==> config.mk <==
export PLATFORM = sky130hd
export DESIGN_NAME = keycode_to_char_with_modifiers
export DESIGN_NICKNAME = d
export VERILOG_FILES = /design/src/kcm_pkg.sv /design/src/kcm_xlate.sv /design/src/keycode_to_char_with_modifiers.sv
export SDC_FILE = /design/constraint.sdc
export NUM_CORES = 1
export LEC_CHECK = 0
export BUFFER_PORTS_ARGS = -buffer_cell sky130_fd_sc_hd__buf_2
export CAP_MARGIN = 25
export CELL_PAD_IN_SITES_DETAIL_PLACEMENT = 0
export CELL_PAD_IN_SITES_GLOBAL_PLACEMENT = 2
export CORE_ASPECT_RATIO = 0.75
export CORE_UTILIZATION = 38
export DETAILED_ROUTE_END_ITERATION = 8
export PLACE_DENSITY = 0.91
export SLEW_MARGIN = 20
export SYNTH_ARGS = -nofsm -noshare
export SYNTH_HDL_FRONTEND = slang
export SYNTH_SLANG_ARGS = --single-unit
==> constraint.sdc <==
create_clock -name aclk -period 8.79 [get_ports aclk]
set_input_delay 1.3185 -clock aclk [delete_from_list [all_inputs] [get_ports aclk]]
set_output_delay 1.3185 -clock aclk [all_outputs]
set_load 0.05 [all_outputs]
==> src/kcm_pkg.sv <==
// kcm_pkg: shared types, constants and key maps for the key event translator
// no dependencies; used by kcm_xlate and keycode_to_char_with_modifiers
`default_nettype none

package kcm_pkg;

    localparam int KEY_ROWS  = 4;
    localparam int KEY_COLS  = 10;
    localparam int KEY_COUNT = KEY_ROWS * KEY_COLS;
    localparam int MAP_ROWS  = 4;
    localparam int MAP_COLS  = 10;

    localparam logic [7:0] IDX_SYMBOL    = 8'h1E;
    localparam logic [7:0] IDX_BACKSPACE = 8'h1D;
    localparam logic [7:0] IDX_B         = 8'h19;
    localparam logic [7:0] RAW_CAPS      = 8'h1D;
    localparam logic [7:0] RAW_FUNC      = 8'h15;
    localparam logic [7:0] CHAR_NULL     = 8'h00;
    localparam logic [7:0] CHAR_BS       = 8'h08;
    localparam logic [7:0] CHAR_SPACE    = 8'h20;
    localparam logic [7:0] CHAR_LOWER_A  = 8'h61;
    localparam logic [7:0] CHAR_LOWER_Z  = 8'h7A;
    localparam logic [7:0] CASE_OFFSET   = 8'h20;

    localparam logic [7:0] CAPS_APP_RESET = 8'd240;
    localparam logic [7:0] FN_APP_RESET   = 8'd241;
    localparam logic [7:0] BL_LEVEL_RESET = 8'd127;

    typedef enum logic [1:0] {
        CFG_CAPS_APP = 2'd0,
        CFG_FN_APP   = 2'd1,
        CFG_BL_LEVEL = 2'd2
    } cfg_index_t;

    localparam logic [7:0] NORMAL_MAP [MAP_ROWS][MAP_COLS] = '{
        '{"q", "w", "e", "r", "t", "y", "u", "i", "o", "p"},
        '{"a", "s", "d", "f", "g", "h", "j", "k", "l", 8'h0A},
        '{8'h00, "z", "x", "c", "v", "b", "n", "m", 8'h00, 8'h00},
        '{8'h20, 8'h00, 8'h00, 8'h00, 8'h00, 8'h00, 8'h00, 8'h00, 8'h00, 8'h00}
    };

    localparam logic [7:0] ALT_LAYER_MAP [MAP_ROWS][MAP_COLS] = '{
        '{"1", "2", "3", "4", "5", "6", "7", "8", "9", "0"},
        '{"*", "/", "+", "-", "=", ":", 8'h27, 8'h22, "@", 8'h00},
        '{8'h00, "_", "$", ";", "?", "!", ",", ".", 8'h00, 8'h00},
        '{8'h20, 8'h00, 8'h00, 8'h00, 8'h00, 8'h00, 8'h00, 8'h00, 8'h00, 8'h00}
    };

    typedef struct packed {
        logic       key_pressed;
        logic [7:0] raw_code;
        logic       text_focus;
    } kcm_in_t;

    typedef struct packed {
        logic [7:0] key_code;
        logic       key_down;
        logic       notify;
        logic       haptic;
        logic [7:0] backlight_level;
    } kcm_out_t;

    typedef struct packed {
        logic [7:0] caps_app_code;
        logic [7:0] fn_app_code;
        logic [7:0] backlight_on_level;
    } kcm_cfg_t;

    typedef struct packed {
        logic       symbol_latch;
        logic       caps_latch;
        logic       function_latch;
        logic       backlight_guard;
        logic [7:0] previous_char;
        logic [7:0] held_key;
        logic       held_down;
        logic       app_key_active;
        logic [7:0] backlight_now;
    } kcm_state_t;

    // key index to character, null outside the maps
    function automatic logic [7:0] key_char(input logic sym, input logic [7:0] idx);
        logic [7:0] ch;
        ch = CHAR_NULL;
        for (int r = 0; r < KEY_ROWS && r < MAP_ROWS; r++) begin
            for (int c = 0; c < KEY_COLS && c < MAP_COLS; c++) begin
                if (idx == 8'(r * KEY_COLS + c)) begin
                    ch = sym ? ALT_LAYER_MAP[r][c] : NORMAL_MAP[r][c];
                end
            end
        end
        return ch;
    endfunction

endpackage

`default_nettype wire

==> src/kcm_xlate.sv <==
// kcm_xlate: combinational translation of one key event against the current state
// depends on kcm_pkg
`default_nettype none

module kcm_xlate (
    input  wire kcm_pkg::kcm_state_t st,
    input  wire kcm_pkg::kcm_cfg_t   cfg,
    input  wire kcm_pkg::kcm_in_t    ev,
    output kcm_pkg::kcm_state_t      st_next,
    output kcm_pkg::kcm_out_t        res
);

    typedef enum logic [1:0] {
        TR_NONE,
        TR_PRESSED,
        TR_RELEASED
    } tr_t;

    logic [7:0] idx;
    logic       key_valid;
    logic       app_press;
    logic       do_xlate;

    assign idx       = ev.raw_code - 8'd1;
    assign key_valid = (ev.raw_code != 8'd0) && (ev.raw_code <= 8'(kcm_pkg::KEY_COUNT));
    assign app_press = ev.key_pressed && !ev.text_focus &&
                       (ev.raw_code == kcm_pkg::RAW_CAPS || ev.raw_code == kcm_pkg::RAW_FUNC);
    assign do_xlate  = ev.key_pressed ? !app_press : !st.app_key_active;

    always_comb begin
        kcm_pkg::kcm_state_t nx;
        tr_t        tr;
        logic [7:0] key;
        logic [7:0] ch;
        logic       done;
        logic       prs;
        logic       notify;
        logic       haptic;

        nx     = st;
        tr     = TR_NONE;
        key    = kcm_pkg::CHAR_NULL;
        ch     = kcm_pkg::CHAR_NULL;
        done   = 1'b0;
        prs    = ev.key_pressed;
        notify = 1'b0;
        haptic = 1'b0;

        if (do_xlate && key_valid) begin
            if (idx == kcm_pkg::IDX_SYMBOL) begin
                nx.symbol_latch = !st.symbol_latch;
            end else if (ev.raw_code == kcm_pkg::RAW_CAPS) begin
                nx.caps_latch = !st.caps_latch;
                done = 1'b1;
            end else if (ev.raw_code == kcm_pkg::RAW_FUNC) begin
                nx.function_latch = !st.function_latch;
                done = 1'b1;
            end else if (idx == kcm_pkg::IDX_BACKSPACE) begin
                done = 1'b1;
                if (ev.key_pressed) begin
                    key              = kcm_pkg::CHAR_BS;
                    nx.previous_char = kcm_pkg::CHAR_BS;
                    tr               = TR_PRESSED;
                end
            end

            if (!done) begin
                if (ev.key_pressed && st.function_latch && idx == kcm_pkg::IDX_B) begin
                    nx.backlight_now   = (st.backlight_now != 8'd0) ? 8'd0
                                                                    : cfg.backlight_on_level;
                    nx.backlight_guard = 1'b1;
                    done = 1'b1;
                end else if (!ev.key_pressed && st.backlight_guard) begin
                    nx.backlight_guard = 1'b0;
                    done = 1'b1;
                end
            end

            if (!done) begin
                ch = kcm_pkg::key_char(nx.symbol_latch, idx);
                if (!nx.symbol_latch && st.caps_latch &&
                    ch >= kcm_pkg::CHAR_LOWER_A && ch <= kcm_pkg::CHAR_LOWER_Z) begin
                    ch = ch - kcm_pkg::CASE_OFFSET;
                end
                if (nx.symbol_latch && ch == kcm_pkg::CHAR_SPACE) begin
                    ch = kcm_pkg::CHAR_NULL;
                end else if (!nx.symbol_latch && st.previous_char == kcm_pkg::CHAR_NULL) begin
                    ch  = kcm_pkg::CHAR_SPACE;
                    prs = 1'b1;
                end
                nx.previous_char = ch;
                key = ch;
                tr  = prs ? TR_PRESSED : TR_RELEASED;
            end
        end

        if (!ev.key_pressed) begin
            nx.app_key_active = 1'b0;
            nx.held_down      = 1'b0;
            notify            = 1'b1;
        end else if (app_press) begin
            nx.app_key_active = 1'b1;
            nx.held_key       = (ev.raw_code == kcm_pkg::RAW_CAPS) ? cfg.caps_app_code
                                                                   : cfg.fn_app_code;
            nx.held_down      = 1'b1;
            notify            = 1'b1;
            haptic            = 1'b1;
        end else begin
            nx.app_key_active = 1'b0;
            if (tr == TR_PRESSED) begin
                nx.held_key  = key;
                nx.held_down = 1'b1;
                notify       = 1'b1;
                haptic       = 1'b1;
            end
        end

        st_next             = nx;
        res.key_code        = nx.held_key;
        res.key_down        = nx.held_down;
        res.notify          = notify;
        res.haptic          = haptic;
        res.backlight_level = nx.backlight_now;
    end

endmodule

`default_nettype wire

==> src/keycode_to_char_with_modifiers.sv <==
// keycode_to_char_with_modifiers: top level with state, config registers and result register
// depends on kcm_pkg and kcm_xlate
`default_nettype none

// One key event beat gives exactly one result beat. Each event is translated by the
// combinational translator between the input port and the result register, so a new
// event is taken every cycle while the result register is empty or being read, and its
// result is valid in the cycle after it is taken. The configuration port is always ready;
// write it only while no event is in flight.
module keycode_to_char_with_modifiers (
    input  wire                    aclk,
    input  wire                    aresetn,
    input  wire                    s_valid,
    output logic                   s_ready,
    input  wire kcm_pkg::kcm_in_t  s_data,
    output logic                   m_valid,
    input  wire                    m_ready,
    output kcm_pkg::kcm_out_t      m_data,
    input  wire                    cfg_valid,
    output logic                   cfg_ready,
    input  wire [1:0]              cfg_index,
    input  wire [7:0]              cfg_data
);

    kcm_pkg::kcm_state_t state_reg;
    kcm_pkg::kcm_state_t state_next;
    kcm_pkg::kcm_cfg_t   cfg_reg;
    kcm_pkg::kcm_out_t   out_reg;
    kcm_pkg::kcm_out_t   out_next;
    logic                m_valid_reg;
    logic                in_beat;

    assign s_ready   = !m_valid_reg || m_ready;
    assign in_beat   = s_valid && s_ready;
    assign cfg_ready = 1'b1;
    assign m_valid   = m_valid_reg;
    assign m_data    = out_reg;

    kcm_xlate u_xlate (
        .st      (state_reg),
        .cfg     (cfg_reg),
        .ev      (s_data),
        .st_next (state_next),
        .res     (out_next)
    );

    always_ff @(posedge aclk) begin
        if (!aresetn) begin
            state_reg   <= '0;
            m_valid_reg <= 1'b0;
            cfg_reg.caps_app_code      <= kcm_pkg::CAPS_APP_RESET;
            cfg_reg.fn_app_code        <= kcm_pkg::FN_APP_RESET;
            cfg_reg.backlight_on_level <= kcm_pkg::BL_LEVEL_RESET;
        end else begin
            if (in_beat) begin
                state_reg   <= state_next;
                m_valid_reg <= 1'b1;
            end else if (m_ready) begin
                m_valid_reg <= 1'b0;
            end
            if (cfg_valid && cfg_ready) begin
                unique case (cfg_index)
                    kcm_pkg::CFG_CAPS_APP: cfg_reg.caps_app_code      <= cfg_data;
                    kcm_pkg::CFG_FN_APP:   cfg_reg.fn_app_code        <= cfg_data;
                    kcm_pkg::CFG_BL_LEVEL: cfg_reg.backlight_on_level <= cfg_data;
                    default: ;
                endcase
            end
        end
    end

    always_ff @(posedge aclk) begin
        if (in_beat) begin
            out_reg <= out_next;
        end
    end

`ifndef SYNTH
    a_beat_gives_result: assert property (@(posedge aclk) disable iff (!aresetn)
        in_beat |=> m_valid)
        else $error("accepted beat did not produce a result");

    a_release_result: assert property (@(posedge aclk) disable iff (!aresetn)
        (in_beat && !s_data.key_pressed) |=>
            (!m_data.key_down && m_data.notify && !m_data.haptic))
        else $error("release beat reported wrongly");

    a_haptic_implies_press: assert property (@(posedge aclk) disable iff (!aresetn)
        (m_valid && m_data.haptic) |-> (m_data.key_down && m_data.notify))
        else $error("haptic without a reported press");

    a_state_holds_when_idle: assert property (@(posedge aclk) disable iff (!aresetn)
        !in_beat |=> $stable(state_reg))
        else $error("state changed without an input beat");
`endif

endmodule

`default_nettype wire
==> Word-level counts from Yosys, hierarchy flattened <==
Cells that the tools add are included.
{ "totals": {"output_inout_bits": 22, "reg_bits": 74, "word_cells": 240, "input_bits": 25} }
{ "classes": {"muxes": 125, "bitwise_logic": 3, "add_sub_neg": 2, "n_reduce_logical": 39, "order_cmp": 3, "n_eq_ne": 50} }
{ "ops": {"columns": ["op", "n"], "rows": [
  ["$mux 8", 64],
  ["$mux 7", 24],
  ["$eq 8x5->1 const B", 18],
  ["$eq 8x6->1 const B", 9],
  ["$eq 8x4->1 const B", 8],
  ["$eq 8x3->1 const B", 4],
  ["$mux 1", 23],
  ["$eq 8x2->1 const B", 2],
  ["$logic_not 8->1", 2],
  ["$mux 2", 8],
  ["$reduce_bool 8->1", 2],
  ["$logic_and 1x1->1", 13],
  ["$mux 6", 2],
  ["$mux 10", 1],
  ["$ne 2x2->1 const B", 5],
  ["$logic_not 1->1", 9],
  ["$mux 9", 1],
  ["$eq 8x1->1 const B", 1],
  ["$ge 8x7->1 const B", 1],
  ["$le 8x6->1 const B", 1],
  ["$le 8x7->1 const B", 1],
  ["$mux 4", 2],
  ["$reduce_and 2->1", 4],
  ["$reduce_and 4->1", 2],
  ["other kinds (10)", 15]
]} }

==> Depth between registers and ports, before layout <==
Gate-level depths: netlist of run 1.
{ "logic_depth": {"word_depth": 68, "mapped_depth": 12, "depth_no_buf": 10} }

==> Hierarchy <==
From an unflattened synthesis of run 1, not the netlist that was laid out.
{ "hier_totals": {"cells_unflattened": 568, "hier_area_um2": 4620.7} }
{ "by_module_without_submodules": {"columns": ["mod", "n_inst", "area_each_um2", "seq_area_each_um2", "cells_each"], "rows": [
  ["keycode_to_char_with_modifiers", 1, 2675.1, 1671.6, 251],
  ["kcm_xlate", 1, 1945.6, 0.0, 317]
]} }

==> Worst setup path after synthesis of run 1 <==
OpenSTA, ideal clock, no wires.
{ "synth_path": {"path_type": "input -> register", "startpoint": "input s_data[6] (netlist name)", "endpoint": "register state_reg[24] (netlist name)", "path_buffers": 2, "cell_stages": 11, "setup_time_ps": 70, "path_slack_ps": 4766, "t_required_ps": 8720, "arrival_time_ps": 3954, "cell_sequence": "buf_2 or4b_4 buf_4 o31ai_1 a221o_1 a31oi_1 or2_2 ha_1 a21o_1 or4b_1 a21oi_1"} }
{ "synth_via": {"elab_chain_cells": 57, "word_cells_on_any_way": 153, "classes_between": "add/sub: 2; order compare: 3; eq/ne: 47; mux: 86; reduce/logical: 15"} }
{ "synth_rtl": {"columns": ["element", "line_no", "rtl"], "rows": [
  ["start, declared", "keycode_to_char_with_modifiers.sv:15", "input wire kcm_pkg::kcm_in_t s_data,"],
  ["$sub 8x1->8", "kcm_xlate.sv:24", "assign idx = ev.raw_code - 8'd1;"],
  ["$eq 8x5->1", "kcm_pkg.sv:87, kcm_xlate.sv:50", null],
  ["$mux 1", "kcm_xlate.sv:50", "if (idx == kcm_pkg::IDX_SYMBOL) begin"],
  ["$mux 1", "kcm_xlate.sv:49", "if (do_xlate && key_valid) begin"],
  ["$mux 7", "kcm_pkg.sv:88", "ch = sym ? ALT_LAYER_MAP[r][c] : NORMAL_MAP[r][c];"],
  ["$mux 8 (40 in series)", "kcm_pkg.sv:87", "if (idx == 8'(r * KEY_COLS + c)) begin"],
  ["$mux 8", "kcm_xlate.sv:79", "if (!done) begin"],
  ["$mux 8", "kcm_xlate.sv:49", null],
  ["[... 2 more ...]", null, null],
  ["$logic_and 1x1->1", "kcm_xlate.sv:82", "ch >= kcm_pkg::CHAR_LOWER_A && ch <= kcm_pkg::CHAR_LOWER_Z) begin"],
  ["$mux 8", "kcm_xlate.sv:81", "if (!nx.symbol_latch && st.caps_latch &&"],
  ["$mux 8", "kcm_xlate.sv:79", null],
  ["$mux 8", "kcm_xlate.sv:49", null],
  ["$eq 8x6->1", "kcm_xlate.sv:85", "if (nx.symbol_latch && ch == kcm_pkg::CHAR_SPACE) begin"],
  ["$logic_and 1x1->1", "kcm_xlate.sv:85", null],
  ["$mux 8", "kcm_xlate.sv:85", null],
  ["$mux 8", "kcm_xlate.sv:79", null],
  ["end signal, assigned", "keycode_to_char_with_modifiers.sv:56", "state_reg <= state_next;"],
  ["end, declared", "keycode_to_char_with_modifiers.sv:25", "kcm_pkg::kcm_state_t state_reg;"]
]} }
Parallel ways exist; a longest one is shown, timed or not. The select of a mux whose other input is x is not followed.
A chain may end at the register's enable or synchronous reset.

==> Worst setup path in the final report of run 1 <==
{ "layout_path": {"startpoint": "input s_data[1] (netlist name)", "endpoint": "register state_reg[24] (netlist name)"} }
Same word-level chain as after synthesis.

==> flow_summary.yaml, run 1 <==
floorplanning:
  die_y_um: 95.53
  initial_core_util_pct: 39.75
  core_um2: 11150
  die_w_um: 126.7
  pin_count: 47
  die_area_um2: 12100
  core.rowCount: 33
global_route:
  grt_pass1_wl_mm: 19.84
  grt_overflow_total: 0
  grtUsageTotal_pct: 21.47
  grt_pass1_vias: 3615
  antenna_found_initial: 0
  grt_max_degree: 41
setup_path:
  cp_max_fo: 35
  crit_type: "input pin to flop"
  cp-end-kind: "flop"
  start_kind: "input pin"
  worst-endpoint-required_ns: 9.02
  arrival_ns: 4.49
synth:
  ys_seq_area_share_pct: 37.72
  synth_top_family_by_area: "simple AND/OR/NAND/NOR gates"
  synth-seq-cells: 74
  synth-edff-count: 19
  synth_cells: 543
  syn_avg_cell_area_um2: 8.162
  ys_warn_count: 0
  synth-async-reset-ratio_pct: 0
  synth_cell_types: 76
  synthAdderAreaFrac_pct: 0.5082
  synthMuxAreaShare_pct: 5.280
  synth_nets: 569
  synthXorXnorAreaFrac_pct: 0.9881
  synth-main-ff-cell: "dfxtp_1"
  synth_area_leader_cell: "dfxtp_1"
  synthesis.area_um2: 4432
  yosys.area_share.simple_pct: 26.74
  synth-compound-area-share_pct: 23.63
  synth_area_leaders: "dfxtp_1 (25%), edfxtp_1 (13%), nand2_1 (8.4%)"
  yosys.area.top_type_share_pct: 24.84
routing:
  wire_per_inst_um: 17.95
  drc: 0
  postRouteWirelength_mm: 12.67
  drt_iter0_drc: 636
  postRouteAntennaNets: 0
  viasPerCell: 5.928
  vias: 4185
  drt_first_pass_iters: 5
sta:
  max_slew_margin_pct: 39.80
  period_needed_ns: 4.255
  rsz0062_at_grt: "false"
  max_clock_freq_mhz: 235.0
  maxSlewViolCount: 0
  hold_viol_final: 0
  tightest_slew_ns: 0.8956
  fin_skew_ns: 0.004907
  tns_ns: 0
  fin_crit_sh_pct: 48.41
  finalSetupViolations: 0
final_layout:
  stdcell_count: 706
  nFillCells: 1120
  layout_common_cells: "nand2_1 (99), dfxtp_1 (55), buf_2 (45)"
  final_nets: 587
  drive_gt1_share_pct: 15.72
  area_delta_synth_final_pct: 13.04
  largest_reg_flops: 30
  num_antenna_cells: 0
  final_common_cell: "nand2_1"
power:
  power_density_nw_per_um2: 173.6
  peakVddDrop_mv: 0.09870
  p_leak_nw: 1.893
clock_tree:
  cts_resized: 0
  numCtsBuffers: 9
  cts_post_setup_buffers_inserted: 0
  clk_pin_slew_ns: 0.06
  hold_buffers: 0
  htreeDepth: 3
  tritoncts: "built"
  cts_buffer_depth: 2
  clock_sinks: 74
  root_buffer: "clkbuf_16"
  clk_latency_ns: 0.33
min_path:
  min-delay-path-class: "flop to flop"
place:
  port_buffers: 45
  dp_hpwl_mm: 8.981
  dpl.cell_count: 690
  gp_congestion: 0.8995
outcome:
  status: "complete, no violations"
job:
  cap_violations: 0
-- kinds of logic (layout without fill, tap and decap cells) --
group	after synthesis	after routing
AO/OA/AOI/OAI	156	156
other	1	1
AND/OR/NAND/NOR	229	229
multiplexers	23	23
buffers and inverters	53	76
adder cells (fa/ha/maj)	2	2
flip-flops	74	74
XOR/XNOR	5	5
-- power by group --
group	switching (mW)	leakage [nW]	total (mW)	internal, mW
clock network	0.136	0.150	0.382	0.246
registers	0.00456	0.638	0.366	0.361
logic	0.0863	1.10	0.122	0.0352
-- layout make-up --
type / instances / area [um^2] / share of cell area [%]
multi-input combinational: 416 / 2536 / 50.62
sequential: 74 / 1672 / 33.37
timing repair buffer: 49 / 275.3 / 5.495
clock buffer: 10 / 229.0 / 4.570
tap: 140 / 175.2 / 3.497
clock inverter: 6 / 81.33 / 1.623
inverter: 11 / 41.29 / 0.8242
-- cell usage after synthesis (5+ instances only) --
| master | number |
|---|---|
| a211oi_1 | 8 |
| a21oi_1 | 41 |
| a22oi_1 | 5 |
| a31oi_1 | 6 |
| buf_2 | 8 |
| clkbuf_1 | 26 |
| dfxtp_1 | 55 |
| edfxtp_1 | 19 |
| inv_1 | 8 |
| mux2i_1 | 20 |
| nand2_1 | 99 |
| nand2b_1 | 12 |
| nand3_1 | 16 |
| nand4_1 | 6 |
| nor2_1 | 34 |
| nor2b_1 | 9 |
| nor3_1 | 5 |
| nor4_1 | 11 |
| o211ai_1 | 5 |
| o21a_1 | 5 |
| o21ai_0 | 32 |
| o22ai_1 | 6 |
| or4_1 | 6 |
| xnor2_1 | 5 |
-- routing by layer --
metal	share of wire, %	vias to the layer above	track usage [%]
li1	-	2030	-
met2	39	190	28.55
met1	52	1948	33.78
met5	0	-	0
met3	7.6	17	4.433
met4	1.4	0	5.952
-- worst paths after layout --
| check | to | depth (start not counted) | startpoint | slack, ns |
|---|---|---|---|---|
| min | cfg_reg[10]$_SDFFE_PN0P_ | 2 | cfg_reg[10]$_SDFFE_PN0P_ | 0.46 |
| max | state_reg[24]$_SDFFE_PN0P_ | 11 | s_data[1] | 4.54 |
| min reg2reg | cfg_reg[10]$_SDFFE_PN0P_ | 2 | cfg_reg[10]$_SDFFE_PN0P_ | 0.46 |
| max reg2reg | state_reg[24]$_SDFFE_PN0P_ | 9 | state_reg[29]$_SDFFE_PN0P_ | 5.96 |
-- through the flow --
stage	area (um^2)	hold slack [ns]	setup slack, ns	utilization, %	power, mW
2_1_floorplan	4432	0.4338	4.766	-	0.4598
3_3_place_gp	4672	0.4431	4.311	41.91	0.4906
3_5_place_dp	4700	0.4523	4.276	42.15	0.4928
4_1_cts	5010	0.4608	4.622	44.94	0.8747
5_1_grt	5010	0.4802	4.369	44.94	0.9018
6_report	5010	0.4577	4.535	44.94	0.8696
-- worst max-delay path: stages --
cell and delay, ns:
buf_2 0.46, clkinv_1 0.45, xnor2_1 0.27, o21ai_0 0.10, o21ai_0 0.26, a31oi_1 0.23, or2_2 0.34, ha_1 0.29
a21o_1 0.17, or4b_1 0.46, a21oi_1 0.15
No activity file was read; power rests on OpenSTA's default activity.
==> inputs of run 2 (changes only) <==
Settings changed: ABC_AREA set to 1, CORE_UTILIZATION 38 to 30, PLACE_DENSITY 0.91 to 0.83.
Clock period 8.79 ns to 3.75 ns, I/O delays scaled along.
==> flow_summary.yaml, run 2 <==
outcome:
  status: "complete, no violations"
power:
  power_mw: 2.064
  power_density_nw_per_um2: 397.9
  peakVddDrop_mv: 0.1964
  p_leak_nw: 2.481
clock_tree:
  cts_buffer_depth: 2
  cts_post_setup_buffers_inserted: 0
  cts_resized: 0
  tritoncts: "built"
  numCtsBuffers: 9
  clk_latency_ns: 0.33
  clk_pin_slew_ns: 0.06
  root_buffer: "clkbuf_16"
  htreeDepth: 3
  clock_sinks: 74
  hold_buffers: 0
final_layout:
  final_common_cell: "nand2_1"
  final_nets: 743
  multi_input_area_um2: 2286
  area.sequential_um2: 1672
  num_antenna_cells: 0
  nFillCells: 1575
  stdcell_count: 922
  largest_reg_flops: 30
  area_delta_synth_final_pct: 15.91
  drive_gt1_share_pct: 14.82
  layout_common_cells: "nand2_1 (180), inv_1 (97), nor2_1 (71)"
sta:
  tns_ns: 0
  max_clock_freq_mhz: 316.3
  finalWorstSetupSlack_ns: 0.5889
  hold_viol_final: 0
  period_needed_ns: 3.161
  rsz0062_at_grt: "false"
  fin_skew_ns: 0.005253
  tightest_slew_ns: 0.8008
  hold_slack_ns: 0.4571
  fin_crit_sh_pct: 84.30
  max_slew_margin_pct: 46.56
  maxSlewViolCount: 0
  finalSetupViolations: 0
global_route:
  grtUsageTotal_pct: 17.24
  antenna_found_initial: 0
  grt_overflow_total: 0
  grt_max_degree: 37
  grt_pass1_vias: 3970
  grt_pass1_wl_mm: 20.71
routing:
  drt_first_pass_iters: 5
  viasPerCell: 4.792
  postRouteAntennaNets: 0
  drt_iter0_drc: 299
  vias: 4418
  postRouteWirelength_mm: 12.52
  wire_per_inst_um: 13.58
  drc: 0
setup_path:
  arrival_ns: 3.31
  worst-endpoint-required_ns: 3.90
  slowest_delay_ns: 0.33
  cp_num_cells: 21
  path_cells: "buf_2 -> nor2_4 -> nand3_2 -> nand2_1 -> inv_1 -> nor2_4 -> nand2_4 -> nor2_1 -> nor2_1 -> nand2_1 -> inv_1 -> nand2_2 -> o22ai_1 -> nand2_1 -> o2111ai_2 -> ha_1 -> a41oi_1 -> nand2_1 -> nand2_1 -> o2111ai_1 -> o21ai_0"
  worstReg2RegStart: "state_reg[29]$_SDFFE_PN0P_"
  cp-end-kind: "flop"
  crit_path_frequent_cell: "nand2_1"
  critPathTopFamily: "simple AND/OR/NAND/NOR gates"
  cp_max_fo: 14
  cp-startpoint: "s_data[2]"
  crit_type: "input pin to flop"
  start_kind: "input pin"
  slowest_stage: "ha_1"
  crit_buf_inv: 3
  r2r_cells: 14
floorplanning:
  die_area_um2: 15410
  core.rowCount: 38
  initial_core_util_pct: 30.85
  pin_count: 47
  die_w_um: 143.0
  die_y_um: 107.8
  core_um2: 14500
synth:
  yosys.area.top_type_share_pct: 24.61
  ys_seq_area_share_pct: 37.36
  netlist_top_cells_count: "nand2_1 (180), inv_1 (97), nor2_1 (71)"
  synth-main-ff-cell: "dfxtp_1"
  yosysMostFrequentCell: "nand2_1"
  synth-edff-count: 19
  synth_area_leaders: "dfxtp_1 (25%), nand2_1 (15%), edfxtp_1 (13%)"
  synth_cells: 669
  synth_cell_types: 43
  synth_nets: 695
  synthesis.area_um2: 4474
  synth_area_leader_cell: "dfxtp_1"
  ys_warn_count: 0
  syn_avg_cell_area_um2: 6.688
  synth-async-reset-ratio_pct: 0
  synth-seq-cells: 74
job:
  cap_violations: 0
place:
  dp_hpwl_mm: 9.557
  port_buffers: 45
  gp_congestion: 0.8817
  post-place-ws_ns: 0.2580
  dpl.cell_count: 906
min_path:
  holdCritStartpoint: "cfg_reg[12]$_SDFFE_PN1P_"
  whs_path_depth: 2
  min-delay-path-class: "flop to flop"
## run 2: cell count changes after synthesis, moves of 9 or more
| cell | before | now |
|---|---|---|
| clkbuf_1 | 26 | 9 |
| nand2_1 | 99 | 180 |
| nor4_1 | 11 | 2 |
| nor2_1 | 34 | 71 |
| inv_1 | 8 | 97 |
| nor2b_1 | 9 | 0 |
| a21oi_1 | 41 | 31 |
| nand4_1 | 6 | 16 |
| nand2b_1 | 12 | 0 |
| nand3_1 | 16 | 55 |
| mux2i_1 | 20 | 0 |
| o21ai_0 | 32 | 47 |
## run 2: area by class of cell
cell class | count | area share, %
clock inverter | 4 | 0.8444
inverter | 104 | 7.527
sequential | 74 | 32.23
timing repair buffer | 56 | 5.935
clock buffer | 12 | 4.560
multi-input combinational | 472 | 44.08
tap | 200 | 4.825
## run 2: final timing paths
kind	to	slack, ns
worst max register to register	m_data[17]$_DFFE_PP_	1.21
worst max-delay path	m_data[17]$_DFFE_PP_	0.59
worst min register to register	cfg_reg[12]$_SDFFE_PN1P_	0.46
worst min-delay path	cfg_reg[12]$_SDFFE_PN1P_	0.46
## run 2: per-stage QoR
stage	utilization (%)	cell area (um^2)
3_3_place_gp	33.83	4906
6_report	35.76	5186
3_5_place_dp	33.83	4906
2_1_floorplan	-	4474
4_1_cts	35.76	5186
5_1_grt	35.76	5186
## run 2: logic make-up (layout without fill, tap and decap cells)
logic type,count (synthesis),count (layout),share of synthesized area (%)
flip-flops,74,74,37.36
other,1,1,0.08381
adder cells (fa/ha/maj),1,1,0.2796
buffers and inverters,123,176,11.55
XOR/XNOR,1,1,0.1958
AO/OA/AOI/OAI,109,109,14.12
AND/OR/NAND/NOR,360,360,36.41
## run 2: worst reg2reg max path: stages, from the launching register on
cell	delay [ns]
dfxtp_1	0.32
inv_1	0.09
nand4_1	0.18
nand2_2	0.21
buf_4	0.23
nor2_1	0.06
inv_1	0.11
nand4_1	0.15
inv_2	0.11
ha_1	0.22
a41oi_1	0.19
nand2_1	0.12
nand2_1	0.08
o2111ai_1	0.12
o21ai_0	0.14
## run 2: metal layers
layer / track usage [%] / wire (um) / part of all wire, % / up-vias
li1: - / - / - / 2267
met1: 27.42 / 6893 / 55 / 2022
met2: 22.51 / 4860 / 39 / 124
met3: 4.137 / 720 / 5.8 / 5
met4: 3.456 / 48 / 0.38 / 0
met5: 0 / 0 / 0 / -
## run 2: report_power, final
part           internal, mW  switching [mW]
clock network         0.511           0.316
logic                0.0907           0.252
registers             0.874          0.0195
total                  1.48           0.588
